### src/rtl/max_window_sum_3x3_defines.svh
// ----------------------------------------------------------------------------
// max_window_sum_3x3 assertion macros
// shared property shorthands for the block's concurrent checks
// ----------------------------------------------------------------------------
`ifndef MAX_WINDOW_SUM_3X3_DEFINES_SVH
`define MAX_WINDOW_SUM_3X3_DEFINES_SVH

// same-cycle implication, reset masks the check
`define MWS_ASSERT_IMP(label, clk, rst, ante, cons, msg) \
  label: assert property (@(posedge clk) disable iff (rst) (ante) |-> (cons)) \
    else $error(msg);

// next-cycle implication, reset masks the check
`define MWS_ASSERT_NXT(label, clk, rst, ante, cons, msg) \
  label: assert property (@(posedge clk) disable iff (rst) (ante) |=> (cons)) \
    else $error(msg);

`endif

### src/rtl/mws_pkg.sv
// ----------------------------------------------------------------------------
// mws_pkg
// widths, register indexes and defaults shared by the window-sum search
// ----------------------------------------------------------------------------
package mws_pkg;

  localparam int WIN          = 3;
  localparam int WIN_CELLS    = WIN * WIN;
  localparam int CELL_IDX_W   = $clog2(WIN_CELLS);

  localparam int SAMPLE_W     = 16;
  localparam int COLSUM_W     = 18;
  localparam int SUM_W        = 20;
  localparam int POS_W        = 7;
  localparam int CFG_W        = 8;
  localparam int CFG_IDX_W    = 1;

  localparam int DEF_MAX_ROWS = 128;
  localparam int DEF_MAX_COLS = 128;
  localparam int DEF_COUNT    = 128;

  // result payload: max_sum, top_row, left_col, element
  localparam int OUT_BITS     = SUM_W + 2 * POS_W + SAMPLE_W;
  localparam int OUT_TDATA_W  = ((OUT_BITS + 7) / 8) * 8;
  localparam int IN_TDATA_W   = ((SAMPLE_W + 7) / 8) * 8;

  typedef enum logic [CFG_IDX_W-1:0] {
    REG_ROW_COUNT = 1'b0,
    REG_COL_COUNT = 1'b1
  } cfg_reg_t;

endpackage

### src/rtl/mws_line_buf.sv
// ----------------------------------------------------------------------------
// mws_line_buf
// one-row sample store, one write and one registered read per cycle
// ----------------------------------------------------------------------------
module mws_line_buf
  import mws_pkg::*;
#(
  parameter int DEPTH = DEF_MAX_COLS
) (
  input  logic                       clk,
  input  logic                       wr_en,
  input  logic [$clog2(DEPTH)-1:0]   wr_addr,
  input  logic [SAMPLE_W-1:0]        wr_data,
  input  logic                       rd_en,
  input  logic [$clog2(DEPTH)-1:0]   rd_addr,
  output logic [SAMPLE_W-1:0]        rd_data
);

  logic [SAMPLE_W-1:0] mem [DEPTH];

  // read returns the old word when both ports hit the same entry
  always_ff @(posedge clk) begin
    if (rd_en) begin
      rd_data <= mem[rd_addr];
    end
    if (wr_en) begin
      mem[wr_addr] <= wr_data;
    end
  end

endmodule

### src/rtl/max_window_sum_3x3.sv
// ----------------------------------------------------------------------------
// max_window_sum_3x3
// result path: input register, then the snapshot, then the output bank
// throughput: one sample per cycle; nine results per frame, one per cycle
// while m_tready is high; a finished frame waits in a snapshot while the
// previous frame is sent; a frame's last sample stalls only while it is full
// reset: synchronous, dims back to 128 x 128, frame restarts, no clearing pass
// ----------------------------------------------------------------------------
`include "max_window_sum_3x3_defines.svh"

module max_window_sum_3x3
  import mws_pkg::*;
#(
  parameter int MAX_ROWS = DEF_MAX_ROWS,
  parameter int MAX_COLS = DEF_MAX_COLS
) (
  input  logic                   clk,
  input  logic                   rst,
  // configuration write port
  input  logic                   cfg_we,
  input  logic [CFG_IDX_W-1:0]   cfg_index,
  input  logic [CFG_W-1:0]       cfg_data,
  // sample stream in
  input  logic                   s_tvalid,
  output logic                   s_tready,
  input  logic [IN_TDATA_W-1:0]  s_tdata,   // [15:0] sample
  // result stream out
  output logic                   m_tvalid,
  input  logic                   m_tready,
  output logic [OUT_TDATA_W-1:0] m_tdata,   // [19:0] max_sum, [26:20] top_row,
                                            // [33:27] left_col, [49:34] element
  output logic                   m_tlast
);

  localparam int CW = $clog2(MAX_COLS);
  localparam int RW = $clog2(MAX_ROWS);

  // clamp a written dimension to 3..hi and return its last index
  function automatic int dim_last(input logic [CFG_W-1:0] v, input int hi);
    int n;
    n = int'(v);
    if (n < WIN) begin
      n = WIN;
    end else if (n > hi) begin
      n = hi;
    end
    return n - 1;
  endfunction

  // --------------------------------------------------------------------------
  // frame geometry and raster position
  // --------------------------------------------------------------------------
  logic [RW-1:0] row_last;
  logic [CW-1:0] col_last;
  logic [RW-1:0] row_pos;
  logic [CW-1:0] col_pos;
  logic          accept;
  logic          pos_col_end;
  logic          pos_frame_end;

  // result staging state, declared early for the ready term
  logic                  snap_full;
  logic                  emit_busy;
  logic [CELL_IDX_W-1:0] emit_idx;

  assign pos_col_end   = (col_pos == col_last);
  assign pos_frame_end = pos_col_end && (row_pos == row_last);

  // only the frame's last sample has to wait for the result snapshot to free
  assign s_tready = !(pos_frame_end && snap_full);
  assign accept   = s_tvalid && s_tready;

  // a register write restarts the frame at the top-left
  always_ff @(posedge clk) begin
    if (rst) begin
      row_last <= RW'(dim_last(CFG_W'(DEF_COUNT), MAX_ROWS));
      col_last <= CW'(dim_last(CFG_W'(DEF_COUNT), MAX_COLS));
      row_pos  <= '0;
      col_pos  <= '0;
    end else if (cfg_we) begin
      case (cfg_index)
        REG_ROW_COUNT: begin
          row_last <= RW'(dim_last(cfg_data, MAX_ROWS));
          row_pos  <= '0;
          col_pos  <= '0;
        end
        REG_COL_COUNT: begin
          col_last <= CW'(dim_last(cfg_data, MAX_COLS));
          row_pos  <= '0;
          col_pos  <= '0;
        end
        default: begin
        end
      endcase
    end else if (accept) begin
      if (pos_frame_end) begin
        row_pos <= '0;
        col_pos <= '0;
      end else if (pos_col_end) begin
        row_pos <= row_pos + 1'b1;
        col_pos <= '0;
      end else begin
        col_pos <= col_pos + 1'b1;
      end
    end
  end

  // --------------------------------------------------------------------------
  // input register, line buffers read alongside
  // --------------------------------------------------------------------------
  logic                       pipe_valid;
  logic signed [SAMPLE_W-1:0] pipe_sample;
  logic [RW-1:0]              pipe_row;
  logic [CW-1:0]              pipe_col;
  logic                       pipe_row_ge1;
  logic                       pipe_row_ge2;
  logic                       pipe_full;
  logic                       pipe_last;
  logic [SAMPLE_W-1:0]        upper_rd;
  logic [SAMPLE_W-1:0]        lower_rd;

  always_ff @(posedge clk) begin
    if (rst) begin
      pipe_valid <= 1'b0;
    end else begin
      pipe_valid <= accept;
    end
  end

  always_ff @(posedge clk) begin
    if (accept) begin
      pipe_sample  <= s_tdata[SAMPLE_W-1:0];
      pipe_row     <= row_pos;
      pipe_col     <= col_pos;
      pipe_row_ge1 <= (row_pos >= RW'(1));
      pipe_row_ge2 <= (row_pos >= RW'(2));
      pipe_full    <= (row_pos >= RW'(2)) && (col_pos >= CW'(2));
      pipe_last    <= pos_frame_end;
    end
  end

  // lower row takes the new sample; upper row takes what lower held, a cycle on
  mws_line_buf #(.DEPTH(MAX_COLS)) u_lower (
    .clk     (clk),
    .wr_en   (accept),
    .wr_addr (col_pos),
    .wr_data (s_tdata[SAMPLE_W-1:0]),
    .rd_en   (accept),
    .rd_addr (col_pos),
    .rd_data (lower_rd)
  );

  mws_line_buf #(.DEPTH(MAX_COLS)) u_upper (
    .clk     (clk),
    .wr_en   (pipe_valid && pipe_row_ge1),
    .wr_addr (pipe_col),
    .wr_data (lower_rd),
    .rd_en   (accept),
    .rd_addr (col_pos),
    .rd_data (upper_rd)
  );

  // --------------------------------------------------------------------------
  // sliding window, column sums and best-window tracking
  // --------------------------------------------------------------------------
  logic signed [SAMPLE_W-1:0] win [WIN][WIN-1];   // [row][col], older two columns
  logic signed [COLSUM_W-1:0] col_sum [WIN-1];
  logic signed [SAMPLE_W-1:0] new_col [WIN];      // top, mid, bottom
  logic signed [COLSUM_W-1:0] new_col_sum;
  logic signed [SUM_W-1:0]    win_sum;
  logic signed [SAMPLE_W-1:0] win_shifted [WIN_CELLS];
  logic                       take;

  logic                       have_best;
  logic signed [SUM_W-1:0]    best_sum;
  logic [RW-1:0]              best_row;
  logic [CW-1:0]              best_col;
  logic signed [SAMPLE_W-1:0] best_win [WIN_CELLS];

  always_comb begin
    new_col[0] = pipe_row_ge2 ? upper_rd : '0;
    new_col[1] = pipe_row_ge1 ? lower_rd : '0;
    new_col[2] = pipe_sample;
    new_col_sum = COLSUM_W'(new_col[0]) + COLSUM_W'(new_col[1])
                + COLSUM_W'(new_col[2]);
    win_sum = SUM_W'(col_sum[0]) + SUM_W'(col_sum[1]) + SUM_W'(new_col_sum);
    for (int i = 0; i < WIN; i++) begin
      win_shifted[i*WIN]     = win[i][0];
      win_shifted[i*WIN + 1] = win[i][1];
      win_shifted[i*WIN + 2] = new_col[i];
    end
    // strictly greater keeps the first maximum in raster order
    take = pipe_valid && pipe_full && (!have_best || (win_sum > best_sum));
  end

  always_ff @(posedge clk) begin
    if (pipe_valid) begin
      for (int i = 0; i < WIN; i++) begin
        win[i][0] <= win[i][1];
        win[i][1] <= new_col[i];
      end
      col_sum[0] <= col_sum[1];
      col_sum[1] <= new_col_sum;
    end
    if (take) begin
      best_sum <= win_sum;
      best_row <= pipe_row - RW'(2);
      best_col <= pipe_col - CW'(2);
      best_win <= win_shifted;
    end
  end

  always_ff @(posedge clk) begin
    if (rst) begin
      have_best <= 1'b0;
    end else if (cfg_we && (cfg_index == REG_ROW_COUNT || cfg_index == REG_COL_COUNT)) begin
      have_best <= 1'b0;
    end else if (pipe_valid && pipe_last) begin
      have_best <= 1'b0;
    end else if (take) begin
      have_best <= 1'b1;
    end
  end

  // --------------------------------------------------------------------------
  // result snapshot, output bank and emitter
  // --------------------------------------------------------------------------
  logic signed [SUM_W-1:0]    snap_sum;
  logic [POS_W-1:0]           snap_row;
  logic [POS_W-1:0]           snap_col;
  logic signed [SAMPLE_W-1:0] snap_win [WIN_CELLS];
  logic signed [SUM_W-1:0]    out_sum;
  logic [POS_W-1:0]           out_row;
  logic [POS_W-1:0]           out_col;
  logic signed [SAMPLE_W-1:0] out_win [WIN_CELLS];
  logic                       out_xfer;
  logic                       out_load;

  assign out_xfer = m_tvalid && m_tready;
  // snapshot moves out once the output bank is empty or sends its ninth transfer
  assign out_load = snap_full && (!emit_busy || (out_xfer && m_tlast));

  // snapshot takes the frame's last window into account
  always_ff @(posedge clk) begin
    if (pipe_valid && pipe_last) begin
      if (take) begin
        snap_sum <= win_sum;
        snap_row <= POS_W'(pipe_row - RW'(2));
        snap_col <= POS_W'(pipe_col - CW'(2));
        snap_win <= win_shifted;
      end else begin
        snap_sum <= best_sum;
        snap_row <= POS_W'(best_row);
        snap_col <= POS_W'(best_col);
        snap_win <= best_win;
      end
    end
  end

  always_ff @(posedge clk) begin
    if (rst) begin
      snap_full <= 1'b0;
    end else if (pipe_valid && pipe_last) begin
      snap_full <= 1'b1;
    end else if (out_load) begin
      snap_full <= 1'b0;
    end
  end

  // output bank shifts one element down per transfer
  always_ff @(posedge clk) begin
    if (out_load) begin
      out_sum <= snap_sum;
      out_row <= snap_row;
      out_col <= snap_col;
      out_win <= snap_win;
    end else if (out_xfer) begin
      for (int k = 0; k < WIN_CELLS - 1; k++) begin
        out_win[k] <= out_win[k+1];
      end
    end
  end

  always_ff @(posedge clk) begin
    if (rst) begin
      emit_busy <= 1'b0;
      emit_idx  <= '0;
    end else if (out_load) begin
      emit_busy <= 1'b1;
      emit_idx  <= '0;
    end else if (out_xfer) begin
      if (emit_idx == CELL_IDX_W'(WIN_CELLS - 1)) begin
        emit_busy <= 1'b0;
        emit_idx  <= '0;
      end else begin
        emit_idx <= emit_idx + 1'b1;
      end
    end
  end

  assign m_tvalid = emit_busy;
  assign m_tlast  = (emit_idx == CELL_IDX_W'(WIN_CELLS - 1));
  assign m_tdata  = {(OUT_TDATA_W - OUT_BITS)'(0), out_win[0], out_col, out_row,
                     out_sum};

  // --------------------------------------------------------------------------
  // checks
  // --------------------------------------------------------------------------
  `MWS_ASSERT_IMP(a_snap_free, clk, rst, pipe_valid && pipe_last, !snap_full,
    "frame ended while the result snapshot was still occupied")
  `MWS_ASSERT_NXT(a_emit_start, clk, rst, out_load,
    m_tvalid && (emit_idx == '0), "results did not start after snapshot move")
  `MWS_ASSERT_NXT(a_emit_stop, clk, rst, out_xfer && m_tlast, emit_idx == '0,
    "result count did not wrap after the ninth transfer")
  `MWS_ASSERT_IMP(a_pos_range, clk, rst, 1'b1,
    (col_pos <= col_last) && (row_pos <= row_last), "raster position out of range")

endmodule

### config.mk
export PLATFORM = sky130hd
export DESIGN_NAME = max_window_sum_3x3
export DESIGN_NICKNAME = d
export VERILOG_FILES = /design/src/rtl/mws_pkg.sv /design/src/rtl/mws_line_buf.sv /design/src/rtl/max_window_sum_3x3.sv
export VERILOG_INCLUDE_DIRS = /design/src /design/src/rtl
export SDC_FILE = /design/constraint.sdc
export NUM_CORES = 2
export LEC_CHECK = 0
export ABC_AREA = 0
export ABC_CLOCK_PERIOD_IN_PS = 14600
export BUFFER_PORTS_ARGS = -buffer_cell sky130_fd_sc_hd__buf_2
export CELL_PAD_IN_SITES_DETAIL_PLACEMENT = 1
export CELL_PAD_IN_SITES_GLOBAL_PLACEMENT = 2
export CORE_AREA = 2 2 649 651
export CTS_CLUSTER_DIAMETER = 30
export CTS_CLUSTER_SIZE = 25
export DETAILED_ROUTE_END_ITERATION = 8
export DIE_AREA = 0 0 651 653
export GPL_ROUTABILITY_DRIVEN = 0
export PLACE_DENSITY_LB_ADDON = 0.1
export SYNTH_ARGS = -nofsm -noshare
export SYNTH_HDL_FRONTEND = slang
export SYNTH_MEMORY_MAX_BITS = 65536
export SYNTH_SLANG_ARGS = --single-unit
### constraint.sdc
create_clock -name clk -period 14.6 [get_ports clk]
set_clock_uncertainty 0.15 [all_clocks]
set_input_delay 2.92 -clock clk [delete_from_list [all_inputs] [get_ports clk]]
set_output_delay 2.92 -clock clk [all_outputs]
set_load 0.05 [all_outputs]
==> out/results.tsv <==
stage	metric	value	unit
final_layout	layout cells sized above 1	27.2	%
power	total power	42.5	mW
place	dpl cells	15817	
clock_network	Resized cells post-CTS	0	
floorplan	Initial Utilization	44.9	%
synthesis	share of the synthesized area in the top cell type	74.4	%
clock_network	clock-pin slew on the worst setup and hold paths	0.04	ns
global_route	GRT Total Usage	33.2	%
synthesis	Syn Inst Count	10342	
sta	TNS Setup	0	ns
synthesis	post-synthesis sequential area ratio	76.7	%
detailed_routing	DR vias	114570	
synthesis	main area contributors after synthesis	edfxtp_1, mux4_2, mux2_2, a221oi_1, dfxtp_1	
floorplan	IO Pins	89	
sta	Max Freq	98.3	MHz
sta	Slew HR	4.49	%
sta	Slew Limit Fails	0	
sta	crit share post-route	69.7	%
sta	Slew @ Worst Pin	1.42	ns
critical_path	Critical Path RT	15.30	ns
critical_path	Critical Path Start	u_lower.rd_data[2]	
critical_path	Crit Path Max Fanout	65	
global_route	first-pass GRT wire length	969	mm
min_path	Hold Crit Class	reg -> reg	
detailed_routing	Vias/cell	6.45	
sta	post-route setup slack	4.42	ns
sta	RSZ-0062 raised after global routing	no	
global_route	total gr overflow	0	
clock_network	CTS H-Tree Depth	7	
critical_path	Buf+Inv Stages, Crit Path	4	
final_layout	Area Growth Syn to Fin	23.9	%
sta	endpoints failing hold	0	
global_route	largest net degree at the start of global routing	130	
detailed_routing	DRT iter0 DRCs	16574	
synthesis	Seq cells post-synth	4864	
critical_path	CP peak stage delay	0.76	ns
detailed_routing	post-detailed-route count of antenna-violating nets	0	
critical_path	CP top delay family	compound AO/OA/AOI/OAI gates	
synthesis	asr flop ratio synth	0	%
synthesis	number of synthesis warnings	0	
synthesis	number of flops mapped to enable cells by yosys	4650	
synthesis	most instantiated library cell after synthesis	edfxtp_1	
floorplan	Die X-Extent	651	um
detailed_routing	wirelength, routed	711	mm
final_layout	nets@finish	11545	
global_route	initial antenna violation count	79	
sta	Final min period	10.18	ns
clock_network	post-CTS setup buffers	0	
flow_run	max_cap viols	0	
synthesis	Syn Std Cell Area	188000	um^2
synthesis	area leader, netlist	edfxtp_1	
synthesis	Post-synth top cells	edfxtp_1, nor2_1, a221oi_1, mux2_2, mux2i_1	
critical_path	r2r startpoint	u_lower.rd_data[2]	
critical_path	WP data arrival	10.88	ns
floorplan	Die Area	425000	um^2
detailed_routing	TritonRoute pass-1 iters	8	
clock_network	Hold Buf Count CTS	0	
clock_network	clock buffer depth	5	
detailed_routing	DRC Markers	0	
critical_path	crit end category	flip-flop	
floorplan	Die Y	653	um
outcome	status	completed	
synthesis	Synth Flop Type	edfxtp_1	
sta	Finish-stage setup viols	0	
clock_network	worst skew pair latency	1.18	ns
global_route	vias in the first global route	115671	
min_path	startpoint of the worst hold path	snap_win[3]	
place	port bufs	82	
power	leakage power	77.0	nW
floorplan	Rows	238	
critical_path	startpoint types	flip-flop	
synthesis	Netlist cell types	85	
power	Max VDD drop	0.000132	V
critical_path	slowest cell on the critical path	o32a_2	
synthesis	syn avg cell area	18.1	um^2
clock_network	CTS tree	built	
clock_network	CTS Buf Count	1112	
detailed_routing	WL per Instance	40.0	um
place	DP HPWL	418	mm
floorplan	Core Region	418000	um^2
critical_path	Crit Path Class	reg -> reg	
power	Cell Pwr Density	183	nW/um^2
place	pre-CTS WS	4.58	ns
clock_network	CTS Sinks	4864	
clock_network	CTS root buffer	clkbuf_16	
final_layout	final std cells w/o fill	17760	
[worst paths after layout]
path | endpoint | slack (ns) | cells after the start
setup / recovery | snap_win[108] | 4.42 | 28
hold / removal | out_win[3] | 0.24 | 0
setup reg to reg | snap_win[108] | 4.42 | 28
hold reg to reg | out_win[3] | 0.24 | 0
[area by class of cell]
| type | instances | area, um^2 |
|---|---|---|
| Antenna cell | 32 | 80.1 |
| Clock inverter | 612 | 7090 |
| Tap cell | 5520 | 6910 |
| Sequential cell | 4864 | 144000 |
| Clock buffer | 1299 | 29100 |
| Timing Repair Buffer | 623 | 4820 |
| Inverter | 165 | 644 |
| Fill cell | 36703 | 186000 |
| Multi-Input combinational cell | 4645 | 40000 |
[metrics by stage]
step | utilization, % | hold WS [ns] | area, um^2
2_1_floorplan | - | 0.250 | 188000
3_3_place_gp | 46.9 | 0.256 | 196000
3_5_place_dp | 46.9 | 0.258 | 196000
4_1_cts | 55.5 | 0.243 | 232000
5_1_grt | 55.6 | 0.251 | 232000
6_report | 55.6 | 0.244 | 232000
[kinds of logic after synthesis]
kind of cell             count (synthesis)  synth area share, %
flip-flops                            4864                 76.7
AO/OA/AOI/OAI                         1957                 7.75
multiplexers                          1298                 9.38
AND/OR/NAND/NOR                       1219                 2.71
buffers and inverters                  838                 2.34
adder cells (fa/ha/maj)                104                0.837
XOR/XNOR                                61                0.285
other                                    1              0.00200
[where the power goes]
part | internal (mW) | switching [mW]
registers | 15.8 | 0.120
logic | 0.785 | 1.52
clock network | 16.5 | 7.68
total | 33.2 | 9.32
[metal layers]
layer	vias to the layer above	GRT usage, %	part of all wire (%)	routed length (um)
li1	44592	-	-	-
met1	61340	44.4	39	277000
met2	7116	50.8	46	325000
met3	1488	8.78	11	74700
met4	34	15.5	4.8	33900
met5	-	0	0.034	239
[layout by cell type, fill, tap and decap left out, drive strengths merged, types with 14 or more instances in the layout]
cell and n:
edfxtp 4650, clkbuf 1299, nor2 628, buf 623, a221oi 617, mux2 599
mux2i 391, nand2 358, clkinv 353, mux4 308, o21ai 274, a21oi 245
dfxtp 214, inv 199, a22oi 195, o22ai 147, bufinv 139, clkinvlp 86
ha 68, o221ai 61, a22o 60, nor3 52, a221o 51, nand3 42
fa 36, a31oi 36, and2 36, o211ai 34, xnor2 33, a211oi 33
diode 32, xor2 28, nand4 28, o22a 27, o2bb2ai 19, a211o 19
nor2b 17, o311ai 16, nor4 14, a2111oi 14
[registers in the layout, summed over array words and instances, names as in the netlist, 16 cells and up]
register and flops:
u_upper.rd_data 16, u_lower.mem 2048, u_lower.rd_data 16, best_win 144
snap_sum 20, col_sum 36, u_upper.mem 2048, snap_win 144
win 96, pipe_sample 16, best_sum 20, out_sum 20
out_win 128, m_tdata 16
Power figures use the tool's default switching activity.
